`src/hdl/samc_pkg.sv`:
```
// types and constants shared by the servo axis motion controller
package samc_pkg;

    typedef struct packed {
        logic [1:0]         command;
        logic signed [15:0] target_position;
        logic [15:0]        speed_req;
        logic [31:0]        now_ms;
    } in_item_t;

    typedef struct packed {
        logic [2:0] status;
        logic [7:0] servo_angle;
    } out_item_t;

    localparam logic [1:0] CMD_MOVE  = 2'd0;
    localparam logic [1:0] CMD_SPEED = 2'd1;
    localparam logic [1:0] CMD_RUN   = 2'd2;
    localparam logic [1:0] CMD_NOP   = 2'd3;

    localparam logic [2:0] ST_MOVED    = 3'd0;
    localparam logic [2:0] ST_RANGE    = 3'd1;
    localparam logic [2:0] ST_FAST     = 3'd2;
    localparam logic [2:0] ST_FINISHED = 3'd3;
    localparam logic [2:0] ST_ACCEPTED = 3'd4;
    localparam logic [2:0] ST_CLAMPED  = 3'd5;

    localparam int CFG_IDX_W = 3;
    localparam logic [CFG_IDX_W-1:0] CFG_MIN_POS   = 3'd0;
    localparam logic [CFG_IDX_W-1:0] CFG_MAX_POS   = 3'd1;
    localparam logic [CFG_IDX_W-1:0] CFG_MAX_SPEED = 3'd2;
    localparam logic [CFG_IDX_W-1:0] CFG_ZERO_OFF  = 3'd3;
    localparam logic [CFG_IDX_W-1:0] CFG_MAP_GAIN  = 3'd4;

    localparam logic [3:0] OP_NONE         = 4'd0;
    localparam logic [3:0] OP_LOAD         = 4'd1;
    localparam logic [3:0] OP_MUL_TRAVEL   = 4'd2;
    localparam logic [3:0] OP_DIV_TRAVEL   = 4'd3;
    localparam logic [3:0] OP_MUL_SPAN     = 4'd4;
    localparam logic [3:0] OP_DIV_SPAN     = 4'd5;
    localparam logic [3:0] OP_INTERP       = 4'd6;
    localparam logic [3:0] OP_MUL_V        = 4'd7;
    localparam logic [3:0] OP_MUL_DEG      = 4'd8;
    localparam logic [3:0] OP_COMMIT_MOVE  = 4'd9;
    localparam logic [3:0] OP_COMMIT_SPEED = 4'd10;
    localparam logic [3:0] OP_RESULT       = 4'd11;

    localparam logic [31:0] MS_SCALE        = 32'd256000;
    localparam logic [31:0] DEG_PER_RAD_Q16 = 32'd3754936;

    localparam int DIV_DVD_W = 48;
    localparam int DIV_DVS_W = 32;

    typedef struct packed {
        logic [3:0] op;
        logic [2:0] status;
    } dp_ctrl_t;

    typedef struct packed {
        logic [1:0] command;
        logic       range_ok;
        logic       too_fast;
        logic       run_ok;
        logic       div_busy;
    } dp_stat_t;

endpackage

```
`src/hdl/samc_div.sv`:
```
// serial restoring divider, one quotient bit per cycle
module samc_div (
    input  logic                           clk,
    input  logic                           rst_n,
    input  logic                           start,
    input  logic [samc_pkg::DIV_DVD_W-1:0] dividend,
    input  logic [samc_pkg::DIV_DVS_W-1:0] divisor,
    output logic                           busy,
    output logic [samc_pkg::DIV_DVD_W-1:0] quotient
);
    import samc_pkg::*;

    localparam int CNT_W = $clog2(DIV_DVD_W);

    logic                 busy_reg, busy_next;
    logic [CNT_W-1:0]     cnt_reg, cnt_next;
    logic [DIV_DVS_W-1:0] rem_reg, rem_next;
    logic [DIV_DVD_W-1:0] dq_reg, dq_next;
    logic [DIV_DVS_W-1:0] dvs_reg, dvs_next;
    logic [DIV_DVS_W:0]   trial;
    logic [DIV_DVS_W:0]   diff;
    logic                 ge;

    always_comb
    begin
        trial     = {rem_reg, dq_reg[DIV_DVD_W-1]};
        diff      = trial - {1'b0, dvs_reg};
        ge        = trial >= {1'b0, dvs_reg};
        busy_next = busy_reg;
        cnt_next  = cnt_reg;
        rem_next  = rem_reg;
        dq_next   = dq_reg;
        dvs_next  = dvs_reg;
        if (start)
        begin
            busy_next = 1'b1;
            cnt_next  = CNT_W'(DIV_DVD_W - 1);
            rem_next  = '0;
            dq_next   = dividend;
            dvs_next  = divisor;
        end
        else if (busy_reg)
        begin
            rem_next = ge ? diff[DIV_DVS_W-1:0] : trial[DIV_DVS_W-1:0];
            dq_next  = {dq_reg[DIV_DVD_W-2:0], ge};
            cnt_next = cnt_reg - 1'b1;
            if (cnt_reg == '0)
            begin
                busy_next = 1'b0;
            end
        end
    end

    always_ff @(posedge clk or negedge rst_n)
    begin
        if (!rst_n)
        begin
            busy_reg <= 1'b0;
            cnt_reg  <= '0;
        end
        else
        begin
            busy_reg <= busy_next;
            cnt_reg  <= cnt_next;
        end
    end

    always_ff @(posedge clk)
    begin
        rem_reg <= rem_next;
        dq_reg  <= dq_next;
        dvs_reg <= dvs_next;
    end

    assign busy     = busy_reg;
    assign quotient = dq_reg;

endmodule

```
`src/hdl/samc_datapath.sv`:
```
// datapath: settings, axis state, shared multiplier and divider
module samc_datapath #(
    parameter int POS_FRAC_BITS = 12,
    parameter int TIME_WIDTH    = 32
) (
    input  logic                              clk,
    input  logic                              rst_n,
    input  samc_pkg::dp_ctrl_t                ctrl,
    output samc_pkg::dp_stat_t                stat,
    input  samc_pkg::in_item_t                in_item,
    input  logic                              cfg_we,
    input  logic [samc_pkg::CFG_IDX_W-1:0]    cfg_index,
    input  logic [15:0]                       cfg_data,
    output samc_pkg::out_item_t               out_item
);
    import samc_pkg::*;

    localparam int DEG_SHIFT = 2 * POS_FRAC_BITS + 16;

    logic [1:0]            cmd_reg, cmd_next;
    logic signed [15:0]    pos_reg, pos_next;
    logic [15:0]           spd_reg, spd_next;
    logic [TIME_WIDTH-1:0] now_reg, now_next;

    logic signed [15:0]    min_pos_reg, min_pos_next;
    logic signed [15:0]    max_pos_reg, max_pos_next;
    logic [15:0]           max_speed_reg, max_speed_next;
    logic signed [15:0]    zero_off_reg, zero_off_next;
    logic signed [15:0]    gain_reg, gain_next;

    logic signed [15:0]    cur_pos_reg, cur_pos_next;
    logic [TIME_WIDTH-1:0] ready_reg, ready_next;
    logic [TIME_WIDTH-1:0] start_time_reg, start_time_next;
    logic [TIME_WIDTH-1:0] duration_reg, duration_next;
    logic signed [15:0]    start_pos_reg, start_pos_next;
    logic signed [15:0]    end_pos_reg, end_pos_next;

    logic [63:0]           prod_reg, prod_next;
    logic                  vneg_reg, vneg_next;
    out_item_t             result_reg, result_next;

    logic signed [16:0]    diff;
    logic [16:0]           mag;
    logic [15:0]           lim;
    logic [15:0]           s_req;
    logic                  clamp;
    logic [15:0]           spd_eff;
    logic signed [16:0]    span;
    logic [16:0]           span_mag;
    logic signed [16:0]    pz;
    logic [16:0]           pz_mag;
    logic [15:0]           g_mag;
    logic [TIME_WIDTH-1:0] elapsed;
    logic [31:0]           mul_a, mul_b;
    logic [63:0]           shifted;
    logic [7:0]            angle;
    logic signed [16:0]    interp;
    logic                  div_start;
    logic [DIV_DVD_W-1:0]  div_dvd;
    logic [DIV_DVS_W-1:0]  div_dvs;
    logic                  div_busy;
    logic [DIV_DVD_W-1:0]  quot;

    samc_div u_div (
        .clk      (clk),
        .rst_n    (rst_n),
        .start    (div_start),
        .dividend (div_dvd),
        .divisor  (div_dvs),
        .busy     (div_busy),
        .quotient (quot)
    );

    always_comb
    begin
        diff     = {cur_pos_reg[15], cur_pos_reg} - {pos_reg[15], pos_reg};
        mag      = diff[16] ? 17'(-diff) : 17'(diff);
        lim      = (max_speed_reg == '0) ? 16'd1 : max_speed_reg;
        s_req    = (spd_reg == '0) ? 16'd1 : spd_reg;
        clamp    = s_req > lim;
        spd_eff  = (cmd_reg == CMD_SPEED) ? (clamp ? lim : s_req) : lim;
        span     = {end_pos_reg[15], end_pos_reg} - {start_pos_reg[15], start_pos_reg};
        span_mag = span[16] ? 17'(-span) : 17'(span);
        pz       = {pos_reg[15], pos_reg} + {zero_off_reg[15], zero_off_reg};
        pz_mag   = pz[16] ? 17'(-pz) : 17'(pz);
        g_mag    = gain_reg[15] ? 16'(-gain_reg) : 16'(gain_reg);
        elapsed  = now_reg - start_time_reg;
        shifted  = prod_reg >> DEG_SHIFT;
        if (vneg_reg)
        begin
            angle = 8'd0;
        end
        else if (|shifted[63:8])
        begin
            angle = 8'd255;
        end
        else
        begin
            angle = shifted[7:0];
        end
        interp = span[16] ? ({start_pos_reg[15], start_pos_reg} - signed'(quot[16:0]))
                          : ({start_pos_reg[15], start_pos_reg} + signed'(quot[16:0]));
    end

    always_comb
    begin
        case (ctrl.op)
            OP_MUL_TRAVEL:
            begin
                mul_a = 32'(mag);
                mul_b = MS_SCALE;
            end
            OP_MUL_SPAN:
            begin
                mul_a = 32'(span_mag);
                mul_b = 32'(elapsed);
            end
            OP_MUL_V:
            begin
                mul_a = 32'(pz_mag);
                mul_b = 32'(g_mag);
            end
            default:
            begin
                mul_a = prod_reg[31:0];
                mul_b = DEG_PER_RAD_Q16;
            end
        endcase
    end

    always_comb
    begin
        div_start = (ctrl.op == OP_DIV_TRAVEL) || (ctrl.op == OP_DIV_SPAN);
        if (ctrl.op == OP_DIV_SPAN)
        begin
            div_dvd = prod_reg[DIV_DVD_W-1:0];
            div_dvs = DIV_DVS_W'(duration_reg);
        end
        else
        begin
            div_dvd = DIV_DVD_W'(prod_reg >> POS_FRAC_BITS);
            div_dvs = DIV_DVS_W'(spd_eff);
        end
    end

    always_comb
    begin
        cmd_next        = cmd_reg;
        pos_next        = pos_reg;
        spd_next        = spd_reg;
        now_next        = now_reg;
        min_pos_next    = min_pos_reg;
        max_pos_next    = max_pos_reg;
        max_speed_next  = max_speed_reg;
        zero_off_next   = zero_off_reg;
        gain_next       = gain_reg;
        cur_pos_next    = cur_pos_reg;
        ready_next      = ready_reg;
        start_time_next = start_time_reg;
        duration_next   = duration_reg;
        start_pos_next  = start_pos_reg;
        end_pos_next    = end_pos_reg;
        prod_next       = prod_reg;
        vneg_next       = vneg_reg;
        result_next     = result_reg;

        if (cfg_we)
        begin
            case (cfg_index)
                CFG_MIN_POS:   min_pos_next   = cfg_data;
                CFG_MAX_POS:   max_pos_next   = cfg_data;
                CFG_MAX_SPEED: max_speed_next = cfg_data;
                CFG_ZERO_OFF:  zero_off_next  = cfg_data;
                CFG_MAP_GAIN:  gain_next      = cfg_data;
                default:       ;
            endcase
        end

        case (ctrl.op)
            OP_LOAD:
            begin
                cmd_next = in_item.command;
                pos_next = in_item.target_position;
                spd_next = in_item.speed_req;
                now_next = in_item.now_ms[TIME_WIDTH-1:0];
            end
            OP_MUL_TRAVEL, OP_MUL_SPAN, OP_MUL_DEG:
            begin
                prod_next = mul_a * mul_b;
            end
            OP_MUL_V:
            begin
                prod_next = mul_a * mul_b;
                vneg_next = pz[16] ^ gain_reg[15];
            end
            OP_INTERP:
            begin
                pos_next = interp[15:0];
            end
            OP_COMMIT_MOVE:
            begin
                ready_next   = now_reg + quot[TIME_WIDTH-1:0];
                cur_pos_next = pos_reg;
                result_next  = '{status: ST_MOVED, servo_angle: angle};
            end
            OP_COMMIT_SPEED:
            begin
                duration_next   = quot[TIME_WIDTH-1:0];
                start_pos_next  = cur_pos_reg;
                end_pos_next    = pos_reg;
                start_time_next = now_reg;
                result_next     = '{status: (clamp ? ST_CLAMPED : ST_ACCEPTED),
                                    servo_angle: 8'd0};
            end
            OP_RESULT:
            begin
                result_next = '{status: ctrl.status, servo_angle: 8'd0};
            end
            default: ;
        endcase
    end

    always_ff @(posedge clk or negedge rst_n)
    begin
        if (!rst_n)
        begin
            min_pos_reg    <= 16'sh8000;
            max_pos_reg    <= 16'sh7fff;
            max_speed_reg  <= 16'd256;
            zero_off_reg   <= 16'sd0;
            gain_reg       <= 16'sd4096;
            cur_pos_reg    <= '0;
            ready_reg      <= '0;
            start_time_reg <= '0;
            duration_reg   <= '0;
            start_pos_reg  <= '0;
            end_pos_reg    <= '0;
            cmd_reg        <= CMD_NOP;
        end
        else
        begin
            min_pos_reg    <= min_pos_next;
            max_pos_reg    <= max_pos_next;
            max_speed_reg  <= max_speed_next;
            zero_off_reg   <= zero_off_next;
            gain_reg       <= gain_next;
            cur_pos_reg    <= cur_pos_next;
            ready_reg      <= ready_next;
            start_time_reg <= start_time_next;
            duration_reg   <= duration_next;
            start_pos_reg  <= start_pos_next;
            end_pos_reg    <= end_pos_next;
            cmd_reg        <= cmd_next;
        end
    end

    always_ff @(posedge clk)
    begin
        pos_reg    <= pos_next;
        spd_reg    <= spd_next;
        now_reg    <= now_next;
        prod_reg   <= prod_next;
        vneg_reg   <= vneg_next;
        result_reg <= result_next;
    end

    assign stat.command  = cmd_reg;
    assign stat.range_ok = (pos_reg >= min_pos_reg) && (pos_reg <= max_pos_reg);
    assign stat.too_fast = ready_reg > now_reg;
    assign stat.run_ok   = (duration_reg != '0) && (elapsed <= duration_reg);
    assign stat.div_busy = div_busy;
    assign out_item      = result_reg;

endmodule

```
`src/hdl/samc_ctrl.sv`:
```
// controller state machine sequencing the datapath
module samc_ctrl (
    input  logic                clk,
    input  logic                rst_n,
    input  logic                in_valid,
    output logic                in_stall,
    output logic                out_valid,
    input  logic                out_stall,
    input  samc_pkg::dp_stat_t  stat,
    output samc_pkg::dp_ctrl_t  ctrl
);
    import samc_pkg::*;

    localparam logic [4:0] S_IDLE       = 5'd0;
    localparam logic [4:0] S_DECODE     = 5'd1;
    localparam logic [4:0] S_MOVE_CHK   = 5'd2;
    localparam logic [4:0] S_TRV_MUL    = 5'd3;
    localparam logic [4:0] S_TRV_DIV    = 5'd4;
    localparam logic [4:0] S_TRV_WAIT   = 5'd5;
    localparam logic [4:0] S_DEG_MUL1   = 5'd6;
    localparam logic [4:0] S_DEG_MUL2   = 5'd7;
    localparam logic [4:0] S_MV_COMMIT  = 5'd8;
    localparam logic [4:0] S_SPD_MUL    = 5'd9;
    localparam logic [4:0] S_SPD_DIV    = 5'd10;
    localparam logic [4:0] S_SPD_WAIT   = 5'd11;
    localparam logic [4:0] S_SPD_COMMIT = 5'd12;
    localparam logic [4:0] S_RUN_MUL    = 5'd13;
    localparam logic [4:0] S_RUN_DIV    = 5'd14;
    localparam logic [4:0] S_RUN_WAIT   = 5'd15;
    localparam logic [4:0] S_RUN_INTERP = 5'd16;

    logic [4:0] state_reg, state_next;
    logic       out_valid_reg, out_valid_next;
    logic       out_free;
    logic       emit;

    always_comb
    begin
        out_free   = !out_valid_reg || !out_stall;
        state_next = state_reg;
        ctrl       = '{op: OP_NONE, status: ST_FINISHED};
        emit       = 1'b0;
        case (state_reg)
            S_IDLE:
            begin
                if (in_valid)
                begin
                    ctrl.op    = OP_LOAD;
                    state_next = S_DECODE;
                end
            end
            S_DECODE:
            begin
                case (stat.command)
                    CMD_MOVE:
                    begin
                        state_next = S_MOVE_CHK;
                    end
                    CMD_SPEED:
                    begin
                        if (stat.range_ok)
                        begin
                            state_next = S_SPD_MUL;
                        end
                        else if (out_free)
                        begin
                            ctrl       = '{op: OP_RESULT, status: ST_RANGE};
                            emit       = 1'b1;
                            state_next = S_IDLE;
                        end
                    end
                    CMD_RUN:
                    begin
                        if (stat.run_ok)
                        begin
                            state_next = S_RUN_MUL;
                        end
                        else if (out_free)
                        begin
                            ctrl       = '{op: OP_RESULT, status: ST_FINISHED};
                            emit       = 1'b1;
                            state_next = S_IDLE;
                        end
                    end
                    default:
                    begin
                        if (out_free)
                        begin
                            ctrl       = '{op: OP_RESULT, status: ST_FINISHED};
                            emit       = 1'b1;
                            state_next = S_IDLE;
                        end
                    end
                endcase
            end
            S_MOVE_CHK:
            begin
                if (stat.range_ok && !stat.too_fast)
                begin
                    state_next = S_TRV_MUL;
                end
                else if (out_free)
                begin
                    ctrl.op     = OP_RESULT;
                    ctrl.status = stat.range_ok ? ST_FAST : ST_RANGE;
                    emit        = 1'b1;
                    state_next  = S_IDLE;
                end
            end
            S_TRV_MUL:
            begin
                ctrl.op    = OP_MUL_TRAVEL;
                state_next = S_TRV_DIV;
            end
            S_TRV_DIV:
            begin
                ctrl.op    = OP_DIV_TRAVEL;
                state_next = S_TRV_WAIT;
            end
            S_TRV_WAIT:
            begin
                if (!stat.div_busy)
                begin
                    state_next = S_DEG_MUL1;
                end
            end
            S_DEG_MUL1:
            begin
                ctrl.op    = OP_MUL_V;
                state_next = S_DEG_MUL2;
            end
            S_DEG_MUL2:
            begin
                ctrl.op    = OP_MUL_DEG;
                state_next = S_MV_COMMIT;
            end
            S_MV_COMMIT:
            begin
                if (out_free)
                begin
                    ctrl.op    = OP_COMMIT_MOVE;
                    emit       = 1'b1;
                    state_next = S_IDLE;
                end
            end
            S_SPD_MUL:
            begin
                ctrl.op    = OP_MUL_TRAVEL;
                state_next = S_SPD_DIV;
            end
            S_SPD_DIV:
            begin
                ctrl.op    = OP_DIV_TRAVEL;
                state_next = S_SPD_WAIT;
            end
            S_SPD_WAIT:
            begin
                if (!stat.div_busy)
                begin
                    state_next = S_SPD_COMMIT;
                end
            end
            S_SPD_COMMIT:
            begin
                if (out_free)
                begin
                    ctrl.op    = OP_COMMIT_SPEED;
                    emit       = 1'b1;
                    state_next = S_IDLE;
                end
            end
            S_RUN_MUL:
            begin
                ctrl.op    = OP_MUL_SPAN;
                state_next = S_RUN_DIV;
            end
            S_RUN_DIV:
            begin
                ctrl.op    = OP_DIV_SPAN;
                state_next = S_RUN_WAIT;
            end
            S_RUN_WAIT:
            begin
                if (!stat.div_busy)
                begin
                    state_next = S_RUN_INTERP;
                end
            end
            S_RUN_INTERP:
            begin
                ctrl.op    = OP_INTERP;
                state_next = S_MOVE_CHK;
            end
            default:
            begin
                state_next = S_IDLE;
            end
        endcase

        if (emit)
        begin
            out_valid_next = 1'b1;
        end
        else if (!out_stall)
        begin
            out_valid_next = 1'b0;
        end
        else
        begin
            out_valid_next = out_valid_reg;
        end
    end

    always_ff @(posedge clk or negedge rst_n)
    begin
        if (!rst_n)
        begin
            state_reg     <= S_IDLE;
            out_valid_reg <= 1'b0;
        end
        else
        begin
            state_reg     <= state_next;
            out_valid_reg <= out_valid_next;
        end
    end

    assign in_stall  = state_reg != S_IDLE;
    assign out_valid = out_valid_reg;

endmodule

```
`src/hdl/servo_axis_motion_controller_core.sv`:
```
// servo axis motion controller, top level
// one transaction in flight, next input taken back in idle; a move: decode, move check,
// travel multiply, divide, angle multiplies, commit; a speed move: decode, travel multiply,
// divide, commit; a run step adds span multiply, divide, interpolation before the move check;
// others end in decode or move check; divisions wait on the 48-step divider; stalls add delay
// rst_n clears control state, axis state and settings to their defaults at once
module servo_axis_motion_controller_core #(
    parameter int POS_FRAC_BITS = 12,
    parameter int TIME_WIDTH    = 32
) (
    input  logic                           clk,
    input  logic                           rst_n,
    input  logic                           in_valid,
    output logic                           in_stall,
    input  samc_pkg::in_item_t             in_item,
    output logic                           out_valid,
    input  logic                           out_stall,
    output samc_pkg::out_item_t            out_item,
    input  logic                           cfg_valid,
    output logic                           cfg_ready,
    input  logic [samc_pkg::CFG_IDX_W-1:0] cfg_index,
    input  logic [15:0]                    cfg_data
);
    import samc_pkg::*;

    dp_ctrl_t ctrl;
    dp_stat_t stat;

    assign cfg_ready = 1'b1;

    samc_ctrl u_ctrl (
        .clk       (clk),
        .rst_n     (rst_n),
        .in_valid  (in_valid),
        .in_stall  (in_stall),
        .out_valid (out_valid),
        .out_stall (out_stall),
        .stat      (stat),
        .ctrl      (ctrl)
    );

    samc_datapath #(
        .POS_FRAC_BITS (POS_FRAC_BITS),
        .TIME_WIDTH    (TIME_WIDTH)
    ) u_datapath (
        .clk       (clk),
        .rst_n     (rst_n),
        .ctrl      (ctrl),
        .stat      (stat),
        .in_item   (in_item),
        .cfg_we    (cfg_valid & cfg_ready),
        .cfg_index (cfg_index),
        .cfg_data  (cfg_data),
        .out_item  (out_item)
    );

endmodule

```
`config.mk`:
```
export PLATFORM = sky130hd
export DESIGN_NAME = servo_axis_motion_controller_core
export DESIGN_NICKNAME = d
export VERILOG_FILES = /design/src/hdl/samc_pkg.sv /design/src/hdl/samc_div.sv /design/src/hdl/samc_datapath.sv /design/src/hdl/samc_ctrl.sv /design/src/hdl/servo_axis_motion_controller_core.sv
export SDC_FILE = /design/constraint.sdc
export NUM_CORES = 2
export LEC_CHECK = 0
export BUFFER_PORTS_ARGS = -buffer_cell sky130_fd_sc_hd__buf_2
export CAP_MARGIN = 20
export CORE_MARGIN = 2
export CORE_UTILIZATION = 40
export CTS_CLUSTER_SIZE = 16
export DETAILED_ROUTE_END_ITERATION = 12
export GPL_TIMING_DRIVEN = 0
export REMOVE_ABC_BUFFERS = 1
export SYNTH_ARGS = -nofsm -noshare
export SYNTH_HDL_FRONTEND = slang
export SYNTH_SLANG_ARGS = --single-unit
export TNS_END_PERCENT = 30
```
`constraint.sdc`:
```
create_clock -name clk -period 17.86 [get_ports clk]
set_clock_uncertainty 0.15 [all_clocks]
set_input_delay 3.572 -clock clk [delete_from_list [all_inputs] [get_ports clk]]
set_output_delay 3.572 -clock clk [all_outputs]
set_load 0.005 [all_outputs]
```
Word level (Yosys, flattened, before mapping)
Index checks and enable logic that the tools add are counted.
{ "word_totals": {"output_inout_bits": 14, "wordCells": 173, "regBits": 491, "in_bits": 90} }
{ "op_classes": {"n_mux": 57, "mul": 1, "order_cmp": 6, "reduce_logical": 30, "bitwise": 1, "addsub": 13, "n_eq_ne": 38} }
{ "op_table": {"columns": ["cell", "n"], "rows": [
  ["32-bit one-hot mux with 3 select lines", 2],
  ["48-bit two-way mux", 3],
  ["16-bit two-way mux", 7],
  ["5-bit one-hot mux with 16 select lines", 1],
  ["32-bit by 32-bit multiplier with 64-bit output", 1],
  ["32-bit subtractor", 2],
  ["17-bit two-way mux", 3],
  ["17-bit negator", 3],
  ["4-bit one-hot mux with 12 select lines", 1],
  ["7-bit two-way mux", 6],
  ["5-bit by 4-bit equality test with 1-bit output (second input constant)", 8],
  ["5-bit two-way mux", 8],
  ["16-bit by 16-bit subtractor with 17-bit output", 2],
  ["33-bit by 32-bit >= comparator with 1-bit output", 1],
  ["11-bit one-hot mux with 3 select lines", 1],
  ["32-bit adder", 1],
  ["32-bit > comparator", 1],
  ["32-bit <= comparator", 1],
  ["16-bit logical NOT", 2],
  ["32-bit two-way mux", 1],
  ["16-bit one-hot mux with 2 select lines", 1],
  ["32-bit nonzero test", 1],
  ["7-bit one-hot mux with 3 select lines", 1],
  ["5-bit by 3-bit equality test with 1-bit output (second input constant)", 4],
  ["46 further kinds", 84]
]} }

Logic depth before layout (Yosys ltp)
{ "depth": {"ltp_word": 9, "ltp_mapped": 43} }

Cells and area by module
A second synthesis with hierarchy kept.
{ "unflattened": {"cells_unflattened": 6689, "hier_area_um2": 63304.5} }
{ "by_module_without_submodules": {"columns": ["module", "seq_area_each_um2", "cells_per_inst", "n_inst", "area_per_inst_um2"], "rows": [
  ["samc_datapath", 9884.5, 5968, 1, 55809.8],
  ["samc_div", 3218.1, 610, 1, 6655.1],
  ["samc_ctrl", 150.1, 109, 1, 828.3],
  ["servo_axis_motion_controller_core", 0.0, 2, 1, 11.3]
]} }

Worst setup path after synthesis
No wires, ideal clock.
{ "synth_path": {"path_kind": "flip-flop to flip-flop", "start": "register u_datapath.cur_pos_reg[0]", "end": "register u_datapath.prod_reg[44], data pin", "required_ps": 17447, "slack_ps": 7359, "synth_period_minus_slack_ps": 10501, "arrival_ps": 10088, "path_stages_with_launch": 39, "cell_sequence": "dfrtp_1 -> inv_1 -> ha_1 -> inv_1 -> fa_1 -> a211oi_1 -> o21ai_1 -> o21a_1 -> a311o_1 -> a311oi_2 -> nor2_2 -> or4_1 -> o41a_1 -> buf_2 -> or2_1 -> fa_1 -> inv_1 -> fa_1 -> [... 3 more ...] -> inv_1 -> fa_1 -> fa_1 -> fa_1 -> inv_1 -> fa_1 -> inv_1 -> ha_1 -> a21oi_1 -> o21bai_1 -> a21oi_1 -> nor2_1 -> a211oi_1 -> o31ai_1 -> a221o_1 -> or4_1 -> a31oi_1 -> xnor2_1"} }
{ "synth_between": {"elab_chain_cells": 5} }
{ "synth_rtl": {"columns": ["element", "line", "rtl"], "rows": [
  ["from (decl)", "samc_datapath.sv:31", "logic signed [15:0] cur_pos_reg, cur_pos_next;"],
  ["from (signal assigned)", "samc_datapath.sv:247", "cur_pos_reg <= cur_pos_next;"],
  ["16-bit by 16-bit subtractor with 17-bit output (*)", "samc_datapath.sv:76", "diff = {cur_pos_reg[15], cur_pos_reg} - {pos_reg[15], pos_reg};"],
  ["17-bit negator", "samc_datapath.sv:77", "mag = diff[16] ? 17'(-diff) : 17'(diff);"],
  ["17-bit two-way mux (*)", "samc_datapath.sv:77", null],
  ["32-bit one-hot mux with 3 select lines (*)", "samc_datapath.sv:107", "case (ctrl.op)"],
  ["32-bit by 32-bit multiplier with 64-bit output (*)", "samc_datapath.sv:189, samc_datapath.sv:193", null],
  ["to (signal assigned)", "samc_datapath.sv:262", "prod_reg <= prod_next;"],
  ["to (decl)", "samc_datapath.sv:38", "logic [63:0] prod_reg, prod_next;"]
]} }
Mark *: on every way between the ends. The rest lies on a longest branch, timed or not.
A chain may end at the register's enable or synchronous reset.

Worst setup path after layout
{ "layout_path": {"start": "register u_datapath.pos_reg[0]", "end": "register u_datapath.prod_reg[55], data pin"} }
{ "layout_between": {"elab_chain_cells": 8} }
{ "layout_rtl": {"columns": ["element", "line", "rtl"], "rows": [
  ["from (decl)", "samc_datapath.sv:21", "logic signed [15:0] pos_reg, pos_next;"],
  ["from (signal assigned)", "samc_datapath.sv:259", "pos_reg <= pos_next;"],
  ["branches (longest 7 deep; another with 16-bit by 16-bit adder with 17-bit output)", null, null],
  ["32-bit by 32-bit multiplier with 64-bit output (*)", "samc_datapath.sv:189, samc_datapath.sv:193", null]
]} }
Mark *: on every way between the ends.

==> impl_results.md <==
- Setup Crit Path Kind: reg2reg
- Endpoints failing hold: 0
- Max_slew headroom: 0.1651
- Syn avg cell area: 9.384 um^2
- Period utilization: 0.7070
- Vias/cell: 5.229
- Fill cells: 15085
- Core area: 155700 um^2
- Area grow syn2layout: 11.09%
- FFs w/ async S/R, synth: 0.4868
- Crit path max-delay family: adder cells
- Antenna violations before repair: 6
- Worst path most repeated cell: fa_1
- Area contributors post-synth: fa_1, ha_1, edfxtp_1
- Area post-placement: 67210 um^2
- Max Root-Sink Buffers: 3
- H-tree levels: 2
- Max FFs per register: 64
- Starting DRT DRC Count: 3929
- CP peak stage delay: 0.68 ns
- CTS tree: done
- Max-slew violations: 0
- Worst min path class: reg2reg
- Inst Count DP: 8952
- Largest net degree at the start of global routing: 95
- I/O pins: 104
- Wire per inst: 20.56 um
- Fraction of layout cells with a size suffix above 1: 0.06337
- CP max FO: 19
- GP Congestion: 0.9387
- Yosys reg bits: 491
- Number of max-cap violations: 0
- Worst Setup Slack, final: 5.233 ns
- 1st-pass router iterations: 6
- Most used DFF post-synth: edfxtp_1
- CP arrival: 12.89 ns
- Clock sinks: 491
- Seq/Total Area, Yosys: 0.2122
- Post-synth top area share: 0.2894
- Synth warn: 0
- Mapped Cells: 6656
- Netlist cell types: 87
- Total Routing Usage GR: 0.2376
- Global-route wire length before repair: 290.3 mm
- Worst Max-Slew Pin Slew: 1.252 ns
- DIE AREA: 159300 um^2
- Post-CTS sizing: 0
- CP max stage cell: o41ai_1
- Root buf cell: clkbuf_16
- Hold Slack: 0.3332 ns
- Global-route congestion overflow total: 0
- Final WL: 186.4 mm
- Layout Cells excl Fill: 9067
- RSZ-0062 raised after global routing: false
- Post-synth EDFFs: 220
- Achievable frequency: 79.20 MHz
- Worst-path clk slew: 0.06 ns
- Status: finished, final reports clean
- # rows: 145
- Count of nets after finishing: 8490
- CP Capture Type: register
- Post-Syn Area: 62460 um^2
- Die X: 399.2 um
- # setup viols final: 0
- Final instance area: 69390 um^2
- Drt drc: 0
- Via count: 47411
- Final HPWL DP: 154.6 mm
- Vias in the first global route: 49394
- # port buffers: 102
- DIE HEIGHT: 399.2 um
- Setup Buffers After CTS: 0
- ANT nets after route: 0
- Hold-fix buffers, CTS: 0
- Clock Latency Late Sink: 0.70 ns
- Startpoint Class: register
- Tmin final: 12.63 ns
- CTS buffer count: 58
- Starting density of the core: 0.4013
- CP bufs+invs: 5
- Post-Place Worst Slack: 5.322 ns
- CP required: 18.12 ns
- Dominant cell type by area after synthesis: fa_1
[cells in the mapped netlist (all sizes together) (32+ instances only)]
cell / instances
and2: 49
xor2: 98
nor2b: 34
a21o: 151
nand2: 522
edfxtp: 220
nor2: 479
nand4: 52
dfrtp: 219
clkbuf: 202
nor4: 46
buf: 34
inv: 1255
mux2: 38
mux2i: 101
or3: 33
nand3: 77
o21a: 45
a31oi: 33
o21ai: 451
a211oi: 32
and3: 33
nor3: 92
a21oi: 258
dfxtp: 32
fa: 903
xnor2: 160
ha: 540
nand2b: 136
[cells in the final DEF (no fill, tap or decap), types with 32 or more instances in the layout]
| cell | Yosys | routed |
|---|---|---|
| a21o_1 | 151 | 151 |
| a21oi_1 | 258 | 247 |
| a31oi_1 | 33 | 32 |
| and2_1 | 49 | 49 |
| and3_1 | 33 | 32 |
| buf_2 | 17 | 101 |
| clkbuf_16 | 0 | 61 |
| conb_1 | 2 | 301 |
| dfrtp_1 | 219 | 218 |
| dfxtp_1 | 32 | 32 |
| edfxtp_1 | 220 | 220 |
| fa_1 | 903 | 903 |
| ha_1 | 540 | 540 |
| inv_1 | 1254 | 1251 |
| mux2_2 | 38 | 38 |
| mux2i_1 | 101 | 99 |
| nand2_1 | 522 | 520 |
| nand2b_1 | 136 | 135 |
| nand3_1 | 77 | 76 |
| nand4_1 | 52 | 52 |
| nor2_1 | 478 | 473 |
| nor2b_1 | 34 | 34 |
| nor3_1 | 92 | 88 |
| nor4_1 | 46 | 46 |
| o21a_1 | 45 | 45 |
| o21ai_0 | 448 | 446 |
| or3_1 | 33 | 33 |
| xnor2_1 | 160 | 160 |
| xor2_1 | 98 | 98 |
[layout make-up]
class,count,area (um^2),share of cell area
multi-input cells,4973,45000,0.6486
flip-flops and latches,491,13250,0.1910
inverters,1255,4711,0.06789
well taps,2058,2575,0.03711
repair buffers,178,1695,0.02443
clock buffers,71,1634,0.02355
clock inverters,39,509.2,0.007339
diodes,2,5.005,0.00007213
[worst reg2reg max path, delay by kind of cell (launching register included)]
family | cells | cell delay [ns]
compound gates | 10 | 3.97
xor+xnor | 2 | 0.62
fa+ha+maj | 11 | 5.00
buf+inv | 5 | 0.31
flops | 1 | 0.50
simple gates | 5 | 1.80
[worst paths after layout]
| kind | startpoint | end | slack (ns) | depth (start not counted) |
|---|---|---|---|---|
| max | u_datapath.pos_reg[0] | u_datapath.prod_reg[55] | 5.23 | 33 |
| min | u_datapath.start_time_reg[28] | u_datapath.start_time_reg[28] | 0.33 | 2 |
| max reg2reg | u_datapath.pos_reg[0] | u_datapath.prod_reg[55] | 5.23 | 33 |
| min reg2reg | u_datapath.start_time_reg[28] | u_datapath.start_time_reg[28] | 0.33 | 2 |
| max in group asynchronous | rst_n | u_datapath.start_time_reg[28] | 13.47 | 3 |
| min in group asynchronous | rst_n | u_datapath.end_pos_reg[0] | 2.70 | 1 |
[layer usage]
layer | GRT usage | up-vias | wire (um)
met3 | 0.03323 | 356 | 12330
met4 | 0.08687 | 2 | 7510
met5 | 0 | - | 13
met1 | 0.3178 | 23631 | 79400
li1 | - | 21953 | -
met2 | 0.3925 | 1469 | 87160
[through the flow]
stage,TNS [ns],util
3_3_place_gp,-7.315,0.4224
6_report,0,0.4458
5_1_grt,0,0.4457
2_1_floorplan,0,-
3_5_place_dp,0,0.4318
4_1_cts,0,0.4455
[cell families after synthesis]
kind of cell | share of synthesized area
compound gates | 0.1199
fa+ha+maj | 0.3976
xor+xnor | 0.03618
flops | 0.2122
buf+inv | 0.09000
simple gates | 0.1210
other cells | 0.0001202
mux | 0.02304
Power is not shown: default switching activity piles up to over one toggle a cycle in this logic, so the estimate is an artifact.
